File: src/design/quaternion_between_vectors_unit_macros.svh
// Assertion helpers for the shortest-arc quaternion unit.
// Both sample on the rising edge of clk and are disabled while rst is high.
`ifndef QUATERNION_BETWEEN_VECTORS_UNIT_MACROS_SVH
`define QUATERNION_BETWEEN_VECTORS_UNIT_MACROS_SVH

// The consequent must hold in the same cycle as the antecedent.
`define QBV_CHECK(label, ante, cons, msg) \
  label: assert property (@(posedge clk) disable iff (rst) (ante) |-> (cons)) \
    else $error(msg);

// The consequent must hold a fixed number of cycles after the antecedent.
`define QBV_CHECK_AFTER(label, ante, n, cons, msg) \
  label: assert property (@(posedge clk) disable iff (rst) (ante) |-> ##n (cons)) \
    else $error(msg);

`endif

File: src/design/qbv_sqrt_pipe.sv
`timescale 1ns / 1ps
`default_nettype none

// Integer square root, one root bit per register stage.
module qbv_sqrt_pipe #(
  parameter int RAD_BITS  = 64,
  parameter int SIDE_BITS = 1
) (
  input  logic                     clk,
  input  logic                     rst,
  input  logic                     in_valid,
  input  logic [RAD_BITS-1:0]      in_rad,
  input  logic [SIDE_BITS-1:0]     in_side,
  output logic                     out_valid,
  output logic [RAD_BITS/2-1:0]    out_root,
  output logic [SIDE_BITS-1:0]     out_side
);

  localparam int ROOT_BITS = RAD_BITS / 2;

  logic                 valid_q [1:ROOT_BITS];
  logic [RAD_BITS-1:0]  rem_q   [1:ROOT_BITS];
  logic [ROOT_BITS-1:0] root_q  [1:ROOT_BITS];
  logic [SIDE_BITS-1:0] side_q  [1:ROOT_BITS];

  for (genvar g = 0; g < ROOT_BITS; g++) begin : g_stage
    localparam int B = ROOT_BITS - 1 - g;
    logic                 vin;
    logic [RAD_BITS-1:0]  rin;
    logic [ROOT_BITS-1:0] qin;
    logic [SIDE_BITS-1:0] sin;
    logic [RAD_BITS-1:0]  trial;

    if (g == 0) begin : g_first
      assign vin = in_valid;
      assign rin = in_rad;
      assign qin = '0;
      assign sin = in_side;
    end else begin : g_next
      assign vin = valid_q[g];
      assign rin = rem_q[g];
      assign qin = root_q[g];
      assign sin = side_q[g];
    end

    // Root bits below B are still zero, so the trial is (2r + 2^B) * 2^B.
    assign trial = (RAD_BITS'(qin) << (B + 1)) | (RAD_BITS'(1) << (2 * B));

    always_ff @(posedge clk) begin
      if (rst) begin
        valid_q[g+1] <= 1'b0;
      end else begin
        valid_q[g+1] <= vin;
      end
    end

    always_ff @(posedge clk) begin
      side_q[g+1] <= sin;
      if (rin >= trial) begin
        rem_q[g+1]  <= rin - trial;
        root_q[g+1] <= qin | (ROOT_BITS'(1) << B);
      end else begin
        rem_q[g+1]  <= rin;
        root_q[g+1] <= qin;
      end
    end
  end

  assign out_valid = valid_q[ROOT_BITS];
  assign out_root  = root_q[ROOT_BITS];
  assign out_side  = side_q[ROOT_BITS];

endmodule

`default_nettype wire

File: config.mk
export PLATFORM = sky130hd
export DESIGN_NAME = qbv_sqrt_pipe
export DESIGN_NICKNAME = d
export VERILOG_FILES = /design/src/design/quaternion_between_vectors_unit_macros.svh /design/src/design/qbv_sqrt_pipe.sv
export SDC_FILE = /design/constraint.sdc
export NUM_CORES = 2
export LEC_CHECK = 0
export BUFFER_PORTS_ARGS = -buffer_cell sky130_fd_sc_hd__buf_2
export CAP_MARGIN = 10
export CORE_MARGIN = 2
export CORE_UTILIZATION = 55
export CTS_CLUSTER_SIZE = 24
export DETAILED_ROUTE_END_ITERATION = 10
export GPL_TIMING_DRIVEN = 0
export PLACE_DENSITY = 0.71
export SYNTH_ARGS = -nofsm -noshare
export SYNTH_HDL_FRONTEND = slang
export SYNTH_SLANG_ARGS = --single-unit
export TNS_END_PERCENT = 50
File: constraint.sdc
create_clock -name clk -period 3.95 [get_ports clk]
set_input_delay 0.79 -clock clk [delete_from_list [all_inputs] [get_ports clk]]
set_output_delay 0.79 -clock clk [all_outputs]
set_load 0.1 [all_outputs]
Word level (Yosys, flattened, before mapping)
Memory sizes are Yosys's and may differ from the RTL's.
Cells that the tools add are included.

storage, ports and cells
  register bits after elaboration = 0
  bits in writable memories = 3136
  bits of input ports = 68
  output and inout bits = 34
  logic and storage cells = 359
  memories = 4

memory list
  memory   words  bits a word  read ports  clocked after memory_dff  wr ports  RTL line             RTL
  rem_q    32     64           31          0                         32        qbv_sqrt_pipe.sv:22  logic [RAD_BITS-1:0] rem_q [1:ROOT_BITS];
  root_q   32     32           32          0                         32        qbv_sqrt_pipe.sv:23  logic [ROOT_BITS-1:0] root_q [1:ROOT_BITS];
  side_q   32     1            32          0                         32        qbv_sqrt_pipe.sv:24  logic [SIDE_BITS-1:0] side_q [1:ROOT_BITS];
  valid_q  32     1            32          0                         32        qbv_sqrt_pipe.sv:21  logic valid_q [1:ROOT_BITS];

cells by class
  $add $sub $neg = 32
  order comparisons = 32
  muxes and demuxes = 195
  bitwise operators = 96

operator list
  kind              number
  $mux 64           32
  $mux 32           32
  $mux 1            131
  $or 1x1->1        96
  $ge 64x33->1      1
  $ge 64x34->1      1
  $ge 64x35->1      1
  $ge 64x36->1      1
  $ge 64x37->1      1
  $ge 64x38->1      1
  $ge 64x39->1      1
  $ge 64x40->1      1
  $ge 64x41->1      1
  $ge 64x42->1      1
  $ge 64x43->1      1
  $ge 64x44->1      1
  $ge 64x45->1      1
  $ge 64x46->1      1
  $ge 64x47->1      1
  $ge 64x48->1      1
  $ge 64x49->1      1
  $ge 64x50->1      1
  $ge 64x51->1      1
  $ge 64x52->1      1
  44 further kinds  44

Depth between registers and ports, before layout
An unclocked memory read counts as a cell.

  depth in word-level cells = 5
  depth in mapped cells = 15
  depth with buffers taken out = 13

Worst setup path after synthesis
OpenSTA, ideal clock, no wires.

  path kind = reg2reg
  from = register root_q[0][935] (netlist name)
  to = register rem_q[0][1969] (netlist name)
  setup time = 0.134 ns
  arrival = 3.058 ns
  required time = 3.816 ns
  slack = 0.758 ns
  cell stages (with the launch flop) = 14
  buffers on the path = 1
  clock period less this slack = 3.192 ns
  path through = dfxtp_1 > inv_1 > ha_1 > a211oi_1 > o21ai_0 > a221oi_1 > a21oi_1 > a221oi_1 > o211ai_1 > and4_1 > or3_1 > buf_2 > nor4_1 > xor2_1

==> impl_metrics.toml <==
[finish]
instances_no_fill = 12580
fin_nets = 10670
area_growth_syn_to_layout_pct = 14.06
fillers = 14110
drive_gt1_share_pct = 8.204
fin_util_pct = 63.19

[route]
drt-total-wl_mm = 256.1
num_vias = 70070
drc = 0
post_drt_via_cell_ratio = 5.570
wl_per_cell_um = 20.35
drtPass1Iterations = 6
drt_iter0_drc = 5355
ant_nets = 0

[critical_path]
worst_setup_path_end_kind = "flop"
reg2reg_to = "rem_q[0][1627]"
r2r_cells = 12
reg2reg_from = "root_q[0][799]"
crit_path_start_kind = "flop"
cp.required_ns = 4.69
cp_max_fo = 10
arrival_ns = 4.64
r2r_slack_ns = 0.06
criticalPathCategory = "reg -> reg"

[yosys]
synth_area_leaders = "dfxtp_1 53%, ha_1 7.2%, xnor2_1 4.3%, xor2_1 3.8%, a21oi_1 3.4%"
synth_top_cell_by_area = "dfxtp_1"
synth_top_area_share_pct = 53.49
ys_warn_count = 0
synth_common_cells = "2576 x dfxtp_1, 713 x nor2_1, 680 x inv_1, 652 x a21oi_1, 560 x nand2_1"
yosysUniqueCellTypes = 90
synth_area_per_cell_um2 = 10.02
syn-cell-area_mm2 = 0.09641
synth_flop_cell = "dfxtp_1"
synthArstFlopShare_pct = 0
synth_edf_count = 0
yosysMostFrequentCell = "dfxtp_1"
ys_seq_area_share_pct = 53.49
syn_inst = 9623
syn_nets = 10250
yosys_register_bits = 2576

[timing]
rsz0062_at_grt = "yes"
min_period_over_period_pct = 98.60
worst_pin_slew_ns = 1.164
fin_skew_ns = 0.08639
hold_viol = 0
min_period_ns = 3.895
setup_viol = 0
fin_ws_ns = 0.05524
whs_ns = 0.06122
slew_violations = 0
max_freq_ghz = 0.2568
relSlewSlack_pct = 20.37
setup_tns_ns = 0

[clocking]
clockBufferDepth = 3
insertion_delay_ns = 0.89
cts_sinks = 2576
cts_tree = "yes"
htreeDepth = 4
cts_buffers = 240
clk_pin_slew_ns = 0.07
root_buffer = "clkbuf_16"

[run]
drv_cap = 0

[floorplanning]
initial_core_util_pct = 55.40
rows = 153
die_area_mm2 = 0.1787
ios = 102
die_x_um = 422.7
core_mm2 = 0.1740
die_y_um = 422.7

[min_path]
worstHoldStart = "in_rad[33]"
whs_path_depth = 1
hp-class = "in -> reg"
hold_end = "rem_q[0][97]"

[grt]
grt_overflow_total = 0
grt_pass1_wl_mm = 393.6
groute.usage.overall_pct = 27.88
antenna_found_initial = 28
grt_max_degree = 20
grt_pass1_vias = 68880

[place]
pre_cts_ws_ns = -1.483
gp_congestion = 0.9784
place_inst = 12050
place_hpwl_mm = 197.2
io_buffers = 101

[power]
irDropWorstVdd_uv = 539.2
pwr_density_cell_mw_per_mm2 = 737.9
leakage_nw = 49.95

[outcome]
status = "complete, no violations"
==> final cells by class <==
class,instances,area (um2),share of cell area [%]
well taps,2325,2909,2.645
repair buffers,183,1287,1.171
flip-flops and latches,2576,51570,46.90
plain buffers,182,764.5,0.6952
clock inverters,143,2032,1.848
diodes,4,10.01,0.009103
inverters,683,2570,2.337
clock buffers,306,6736,6.126
multi-input cells,6178,42080,38.27
==> power by group <==
group	leakage, nW	internal [mW]	switching [mW]	total [mW]
logic	24.1	8.50	11.1	19.6
registers	21.6	31.8	4.99	36.7
clock network	4.28	14.6	10.2	24.8
total	50.0	54.8	26.3	81.1
==> per-stage QoR <==
stage | total power, mW | instance area [um2]
after CTS | 81.09 | 109500
after global placement | 55.86 | 99820
after detailed placement | 56.13 | 99900
after global routing | 85.31 | 110000
after floorplan | 50.10 | 96410
final | 81.14 | 110000
==> worst max-delay path, cell delays in order, from the launching register on <==
cell and delay [ns]:
dfxtp_1 0.39, inv_1 0.06, ha_1 0.26, clkbuf_1 0.20, a21oi_1 0.29, nand4_1 0.22, or4_1 0.61, nor4b_1 0.48
o21ai_2 0.19, buf_4 0.19, clkbuf_4 0.22, clkbuf_4 0.28, a21oi_2 0.40
==> layer usage <==
layer  vias up  track usage [%]  part of all wire, %  routed length (um)
met3       464            4.341                  5.5               13980
li1      34290                -                    -                   -
met4        14            7.536                  2.6                6684
met1     33360            37.84                   46              116600
met2      1938            46.12                   46              118700
met5         -                0                0.034                  87
==> sequential cells by signal, indices dropped and copies added (netlist names) <==
| signal | flops |
|---|---|
| side_q | 32 |
| root_q | 528 |
| valid_q | 32 |
| rem_q | 1984 |
==> logic make-up (layout without fill, tap and decap cells) <==
logic type	Yosys count	in the layout	synth area share, %
AND/OR/NAND/NOR	2848	2848	15.19
flip-flops	2576	2576	53.49
buffers and inverters	869	1497	3.433
adder cells (fa/ha/maj)	558	558	7.242
other	0	4	0
multiplexers	110	110	1.280
XOR/XNOR	894	894	8.122
AO/OA/AOI/OAI	1768	1768	11.25
==> layout by cell type, fill, tap and decap left out, types with 23 or more instances in the layout <==
cell,instances
a211oi_1,35
a21boi_0,24
a21o_1,216
a21oi_1,636
a31oi_1,42
and2_1,35
and3_1,41
and4_1,27
buf_2,110
bufinv_16,37
clkbuf_1,156
clkbuf_16,242
clkbuf_8,44
clkinv_2,51
dfxtp_1,2574
dlygate4sd3_1,61
ha_1,556
inv_1,679
mux2_2,100
nand2_1,560
nand2b_1,101
nand3_1,156
nand3b_1,36
nand4_1,160
nor2_1,711
nor2b_1,117
nor3_1,244
nor3b_1,23
nor4_1,328
nor4b_1,35
o211ai_1,45
o21a_1,90
o21ai_0,395
o21bai_1,49
o31ai_1,29
or2_2,26
or3_1,88
or4_1,76
xnor2_1,476
xor2_1,418
==> what timing repair did <==
item	4_1_cts	5_1_grt
endpoints found under the hold margin	61	0
endpoints found under the setup margin	324	358
hold buffers	61	0
pin swaps	5	15
gates cloned	0	0
buffers inserted	4	12
gates resized for setup	48	97
==> worst max path at each step <==
| stage | from | endpoint | slack (ns) | cells after the start |
|---|---|---|---|---|
| 2_1_floorplan | root_q[0][935] | rem_q[0][1969] | 0.76 | 13 |
| 3_3_place_gp | root_q[0][789] | rem_q[0][1626] | -1.61 | 12 |
| 3_5_place_dp | root_q[0][789] | rem_q[0][1629] | -1.48 | 12 |
| 4_1_cts | root_q[0][931] | rem_q[0][1970] | -0.03 | 13 |
| 5_1_grt | root_q[0][862] | rem_q[0][1782] | -0.05 | 13 |
| 6_report | root_q[0][799] | rem_q[0][1627] | 0.06 | 12 |
Power figures use the tool's default switching activity.
