File: src/design/quaternion_between_vectors_unit_macros.svh
// Assertion helpers for the shortest-arc quaternion unit.
// Both sample on the rising edge of clk and are disabled while rst is high.
`ifndef QUATERNION_BETWEEN_VECTORS_UNIT_MACROS_SVH
`define QUATERNION_BETWEEN_VECTORS_UNIT_MACROS_SVH

// The consequent must hold in the same cycle as the antecedent.
`define QBV_CHECK(label, ante, cons, msg) \
  label: assert property (@(posedge clk) disable iff (rst) (ante) |-> (cons)) \
    else $error(msg);

// The consequent must hold a fixed number of cycles after the antecedent.
`define QBV_CHECK_AFTER(label, ante, n, cons, msg) \
  label: assert property (@(posedge clk) disable iff (rst) (ante) |-> ##n (cons)) \
    else $error(msg);

`endif

File: src/design/qbv_div_pipe.sv
`timescale 1ns / 1ps
`default_nettype none

// Restoring divider, one quotient bit per register stage. The caller
// guarantees that the quotient fits in QUO_BITS.
module qbv_div_pipe #(
  parameter int NUM_BITS  = 45,
  parameter int DEN_BITS  = 31,
  parameter int QUO_BITS  = 15,
  parameter int SIDE_BITS = 1
) (
  input  logic                 clk,
  input  logic                 rst,
  input  logic                 in_valid,
  input  logic [NUM_BITS-1:0]  in_num,
  input  logic [DEN_BITS-1:0]  in_den,
  input  logic [SIDE_BITS-1:0] in_side,
  output logic                 out_valid,
  output logic [QUO_BITS-1:0]  out_quo,
  output logic [SIDE_BITS-1:0] out_side
);

  logic                 valid_q [1:QUO_BITS];
  logic [NUM_BITS-1:0]  rem_q   [1:QUO_BITS];
  logic [DEN_BITS-1:0]  den_q   [1:QUO_BITS];
  logic [QUO_BITS-1:0]  quo_q   [1:QUO_BITS];
  logic [SIDE_BITS-1:0] side_q  [1:QUO_BITS];

  for (genvar g = 0; g < QUO_BITS; g++) begin : g_stage
    localparam int I = QUO_BITS - 1 - g;
    logic                 vin;
    logic [NUM_BITS-1:0]  rin;
    logic [DEN_BITS-1:0]  din;
    logic [QUO_BITS-1:0]  qin;
    logic [SIDE_BITS-1:0] sin;
    logic [NUM_BITS-1:0]  trial;

    if (g == 0) begin : g_first
      assign vin = in_valid;
      assign rin = in_num;
      assign din = in_den;
      assign qin = '0;
      assign sin = in_side;
    end else begin : g_next
      assign vin = valid_q[g];
      assign rin = rem_q[g];
      assign din = den_q[g];
      assign qin = quo_q[g];
      assign sin = side_q[g];
    end

    assign trial = NUM_BITS'(din) << I;

    always_ff @(posedge clk) begin
      if (rst) begin
        valid_q[g+1] <= 1'b0;
      end else begin
        valid_q[g+1] <= vin;
      end
    end

    always_ff @(posedge clk) begin
      den_q[g+1]  <= din;
      side_q[g+1] <= sin;
      if (rin >= trial) begin
        rem_q[g+1] <= rin - trial;
        quo_q[g+1] <= qin | (QUO_BITS'(1) << I);
      end else begin
        rem_q[g+1] <= rin;
        quo_q[g+1] <= qin;
      end
    end
  end

  assign out_valid = valid_q[QUO_BITS];
  assign out_quo   = quo_q[QUO_BITS];
  assign out_side  = side_q[QUO_BITS];

endmodule

`default_nettype wire

File: config.mk
export PLATFORM = sky130hd
export DESIGN_NAME = qbv_div_pipe
export DESIGN_NICKNAME = d
export VERILOG_FILES = /design/src/design/quaternion_between_vectors_unit_macros.svh /design/src/design/qbv_div_pipe.sv
export SDC_FILE = /design/constraint.sdc
export NUM_CORES = 2
export LEC_CHECK = 0
export BUFFER_PORTS_ARGS = -buffer_cell sky130_fd_sc_hd__buf_2
export CORE_ASPECT_RATIO = 2
export CORE_MARGIN = 3
export CORE_UTILIZATION = 35
export CTS_CLUSTER_SIZE = 16
export DETAILED_ROUTE_END_ITERATION = 16
export GPL_TIMING_DRIVEN = 0
export PLACE_DENSITY = 0.47
export SYNTH_ARGS = -nofsm -noshare
export SYNTH_HDL_FRONTEND = slang
export SYNTH_SLANG_ARGS = --single-unit
File: constraint.sdc
create_clock -name clk -period 7.3 [get_ports clk]
set_input_delay 0.365 -clock clk [delete_from_list [all_inputs] [get_ports clk]]
set_output_delay 0.365 -clock clk [all_outputs]
set_load 0.02 [all_outputs]
Yosys cells after proc, flatten, opt, wreduce, memory -nomap -nowiden
Memory sizes are Yosys's and may differ from the RTL's.
Cells that the tools add are included.
- logic and storage cells: 173
- output and inout port bits: 17
- memories kept: 5
- bits of input ports: 80
- RAM bits: 1395
- register bits: 0
- memory list (name ; words ; width ; read ports ; clocked after Yosys merged registers in ; write ports ; line ; source):
    rem_q ; 15 ; 45 ; 14 ; 0 ; 15 ; qbv_div_pipe.sv:24 ; logic [NUM_BITS-1:0] rem_q [1:QUO_BITS];
    den_q ; 15 ; 31 ; 14 ; 0 ; 15 ; qbv_div_pipe.sv:25 ; logic [DEN_BITS-1:0] den_q [1:QUO_BITS];
    quo_q ; 15 ; 15 ; 15 ; 0 ; 15 ; qbv_div_pipe.sv:26 ; logic [QUO_BITS-1:0] quo_q [1:QUO_BITS];
    side_q ; 15 ; 1 ; 15 ; 0 ; 15 ; qbv_div_pipe.sv:27 ; logic [SIDE_BITS-1:0] side_q [1:QUO_BITS];
    valid_q ; 15 ; 1 ; 15 ; 0 ; 15 ; qbv_div_pipe.sv:23 ; logic valid_q [1:QUO_BITS];
- muxes and demuxes: 93
- add/subtract/negate cells: 15
- $lt $le $gt $ge: 15
- bitwise operators: 45
- operators with widths (operator ; count):
    $mux 45 ; 15
    $mux 15 ; 15
    $mux 1 ; 63
    $ge 45x31->1 ; 1
    $ge 45x32->1 ; 1
    $ge 45x33->1 ; 1
    $ge 45x34->1 ; 1
    $ge 45x35->1 ; 1
    $ge 45x36->1 ; 1
    $ge 45x37->1 ; 1
    $ge 45x38->1 ; 1
    $ge 45x39->1 ; 1
    $ge 45x40->1 ; 1
    $ge 45x41->1 ; 1
    $ge 45x42->1 ; 1
    $ge 45x43->1 ; 1
    $ge 45x44->1 ; 1
    $ge 45x45->1 ; 1
    $or 1x1->1 ; 45
    $sub 45x31->45 ; 1
    $sub 45x32->45 ; 1
    $sub 45x33->45 ; 1
    $sub 45x34->45 ; 1
    $sub 45x35->45 ; 1
    other kinds (10) ; 10

Depth between registers and ports, before layout
An unclocked memory read counts as a cell.
- word-level depth: 5
- gate-level depth with buffers: 16
- depth with buffers taken out: 15

Worst setup path after synthesis
No wires, ideal clock.
- path kind: flip-flop to flip-flop
- start point: reg, netlist name rem_q[0][234]
- end point: reg, netlist name rem_q[0][314]
- cell stages (with the launch flop): 15
- library setup time: 0.121 ns
- data required time: 7.179 ns
- arrival: 3.173 ns
- path slack: 4.007 ns
- path buffers: 1
- cell sequence: dfxtp_1 > inv_1 > ha_1 > inv_1 > fa_1 > a211oi_1 > nor2_1 > o31ai_4 > o311ai_2 > a31oi_2 > o21ai_2 > a2111oi_4 > buf_2 > nor2_1 > mux2_2

==> flow_summary.rst <==
.. list-table::
   :header-rows: 1

   * - Metric
     - Value
   * - Outcome
     - finished, violations left
   * - Violated checks
     - max-capacitance violations, max-slew violations
   * - Number of clock sinks seen by CTS
     - 1,214
   * - Antenna violations before repair
     - 8
   * - Final HPWL from detailed placement
     - around 170 mm
   * - Core area
     - roughly 0.16 sq mm
   * - Most crowded layer after global routing
     - met2
   * - Area Growth Syn to Fin
     - 14.1%
   * - Overall power consumption
     - 31,200 uW
   * - Fraction of final layout cells sized beyond drive strength 1
     - ~7.7%
   * - Synth area leader
     - dfxtp_1
   * - Minimum clock period
     - between 6 and 7 ns
   * - Most common cell after layout, fill and taps aside
     - dfxtp_1
   * - DR iter-0 viols
     - roughly 1.7k
   * - Die Y-Extent
     - around 580 um
   * - Main area contributors after synthesis
     - dfxtp_1, ha_1, a21oi_1, xnor2_1, inv_1
   * - Bufs on Longest Clock Path
     - 3
   * - First-pass GRT wire length
     - about 290 mm
   * - Number of pins with negative max-slew slack in the final report
     - 19
   * - Count of unresolved DRC violations after routing
     - 0
   * - Gate count of the mapped netlist
     - 6,323
   * - Crit Path Class
     - reg2reg
   * - WP data required
     - between 7 and 8 ns
   * - Top achievable clock speed
     - roughly 160 MHz
   * - Global router's overall resource usage
     - a little under a quarter
   * - Via Count
     - 45.4k
   * - GR Layer Usage met1
     - between 10 and 15%
   * - Vias in the first global route
     - between 40k and 50k
   * - Async set-or-reset flop fraction in the synthesized netlist
     - 0%
   * - Final Hold Vio Count
     - 0
   * - Total Wirelength
     - approximately 200 mm
   * - Leftover overflow at the end of global routing
     - 0
   * - Tcrit/Tclk final
     - ~87%
   * - Starting density of the core
     - around a third
   * - Dominant register cell in the synthesized netlist
     - dfxtp_1
   * - CTS tree
     - built
   * - Critical path data arrival time
     - about 6.7 ns
   * - Largest net degree at the start of global routing
     - 17
   * - Filler Cell Count
     - 16.2k
   * - Yosys warnings
     - 0
   * - Count of different cell masters after synthesis
     - 102
   * - Sequential cell area fraction in the yosys report
     - between 40% and 50%
   * - H-Tree Depth
     - 3
   * - Max_slew headroom
     - -6.91%
   * - Routability congestion estimate from global placement
     - 1.04
   * - Proportion of netlist area held by the largest area contributor
     - around 43%
   * - Total setup violations reported at the end of the flow
     - 0
   * - Per-cell via count in the routed design
     - around 5
   * - Root buf cell
     - clkbuf_16
   * - DIE WIDTH
     - between 200 and 300 um
   * - Tightest Hold Check Type
     - in2reg
   * - Rows
     - 208
   * - Die Area
     - 0.167 sq mm
   * - MaxCap Viol Count
     - 3
   * - Tightest Pin Transition
     - around 1.6 ns
   * - Flop and latch count out of synthesis
     - about 1.2k
   * - Element type at the critical path end
     - register
   * - Number of nets produced by synthesis
     - between 6k and 7k
   * - Fin Clk Skew
     - a little under 0.04 ns
   * - Crit path launch type
     - register
   * - Worst IR drop on VDD
     - approximately 220 uV
   * - Post-CTS setup-driven buffer insertion count
     - 0
   * - Met3 Use GR
     - 2.31%
   * - Critical-path maximum fanout
     - 10
   * - Leakage power
     - slightly below 0.03 uW
   * - Antenna Nets Post-Route
     - 0
   * - Layout net count
     - between 7k and 8k
   * - Grt met2 use
     - 51.9%
   * - Average detailed-routed wire length per instance
     - around 23 um
   * - Summed instance area of the synthesized netlist
     - between 0.05 and 0.06 sq mm
   * - Post-synthesis average cell area
     - 8.98 sq um
   * - Clock Pin Slew Worst Setup and Hold Paths
     - approximately 0.070 ns
   * - Boundary Pins
     - 97
   * - Power per standard cell area
     - about 480 mW/mm^2
   * - Number of buffers inserted by port buffering
     - 96
   * - Cts repair resizes
     - 0
   * - Clock latency reported for the late side of the worst-skew pair
     - around 0.75 ns
   * - Tightest hold margin
     - ~0.27 ns
   * - Most used cells in the layout excluding fill and tap cells
     - dfxtp_1, a21oi_1, inv_1, nor2_1, ha_1
   * - Setup repair after global routing missed its margin
     - no
   * - DRT Pass-1 Iters
     - 7
   * - Cts bufs inserted
     - ~110
   * - Number of flops mapped to enable cells by yosys
     - 0
## stage by stage
stage	TNS (ns)	worst slack, ns	instances	util, %	area [sq um]
after floorplan	0	4.01	6323	-	56800
after global routing	0	1.03	8827	40.3	64800
after detailed placement	0	0.928	8525	37.3	60000
after CTS	0	0.914	8809	40.3	64800
final	0	0.915	8830	40.3	64800
after global placement	-0.880	-0.0863	8519	37.2	59900
## worst max-delay path, stage by stage (launching register included)
cell	delay, ns
dfxtp_1	0.33
inv_1	0.05
ha_1	0.25
clkbuf_1	0.84
nand4_1	0.28
nor2_1	0.57
nand2_1	0.09
or4_1	0.52
nand4b_1	0.12
o21bai_1	0.13
buf_2	0.36
buf_2	0.52
buf_1	1.02
a21oi_1	0.83
## kinds of logic after synthesis
group / count (synthesis) / synth area share, %
AO/OA/AOI/OAI: 1679 / 18.5
buffers and inverters: 779 / 5.24
multiplexers: 99 / 1.95
XOR/XNOR: 450 / 6.94
AND/OR/NAND/NOR: 1623 / 13.8
adder cells (fa/ha/maj): 479 / 10.7
flip-flops: 1214 / 42.8
## power breakdown
group,total (uW),switching (uW),internal (uW)
clock network,6310,2700,3620
registers,9710,1150,8560
logic,15200,9220,5960
total,31200,13100,18100
## per-layer routing
metal	vias up	share of wire, %	wire [um]
met1	21100	24	48400
met5	-	0.0079	16
met4	4	14	27900
li1	22500	-	-
met2	1035	60	122000
met3	715	2.2	4410
## path summary, 6_finish.rpt
kind	cells after the start	startpoint	end	slack (ns)
hold / removal	2	in_side	side_q[0][1]$_DFF_P_	0.27
setup reg to reg	13	den_q[1][167]$_DFF_P_	rem_q[1][283]$_DFF_P_	0.92
setup / recovery	13	den_q[1][167]$_DFF_P_	rem_q[1][283]$_DFF_P_	0.92
hold reg to reg	0	side_q[3][1]$_DFF_P_	side_q[4][0]$_DFF_P_	0.32
## synth_stat cells (31+ instances only)
cell,n
nor3_1,79
dfxtp_1,1214
nor2_1,485
a211oi_1,44
a31oi_1,52
mux2_2,93
o21bai_1,55
ha_1,465
a21o_1,232
xor2_1,198
nand3_1,118
nor2b_1,82
and3_1,48
nand2_1,431
buf_2,32
a21oi_1,634
o21ai_0,339
nand2b_1,74
o211ai_1,31
nor4_1,66
xnor2_1,252
nand4_1,83
clkbuf_1,138
inv_1,586
o21a_1,56
## repair_timing
item / CTS / global route
hold buffers: 79 / 0
setup endpoints to repair: 0 / 0
endpoints found under the hold margin: 83 / 0
## state kept, by name (all words and copies together), names as in the netlist
register	cells
den_q	434
valid_q	15
side_q	15
rem_q	630
quo_q	120
## layout make-up
type                       count  area [sq um]  share of cell area (%)
antenna                       21          52.6                  0.0811
buffer                       191           766                    1.18
clock buffer                 162          3310                    5.11
clock inverter                43           654                    1.01
inverter                     588          2210                    3.41
multi-input combinational   4330         29600                    45.6
sequential                  1214         24300                    37.5
tap                         2100          2630                    4.05
timing repair buffer         181          1320                    2.03
Note: power is estimated with default switching activity, not from simulation.
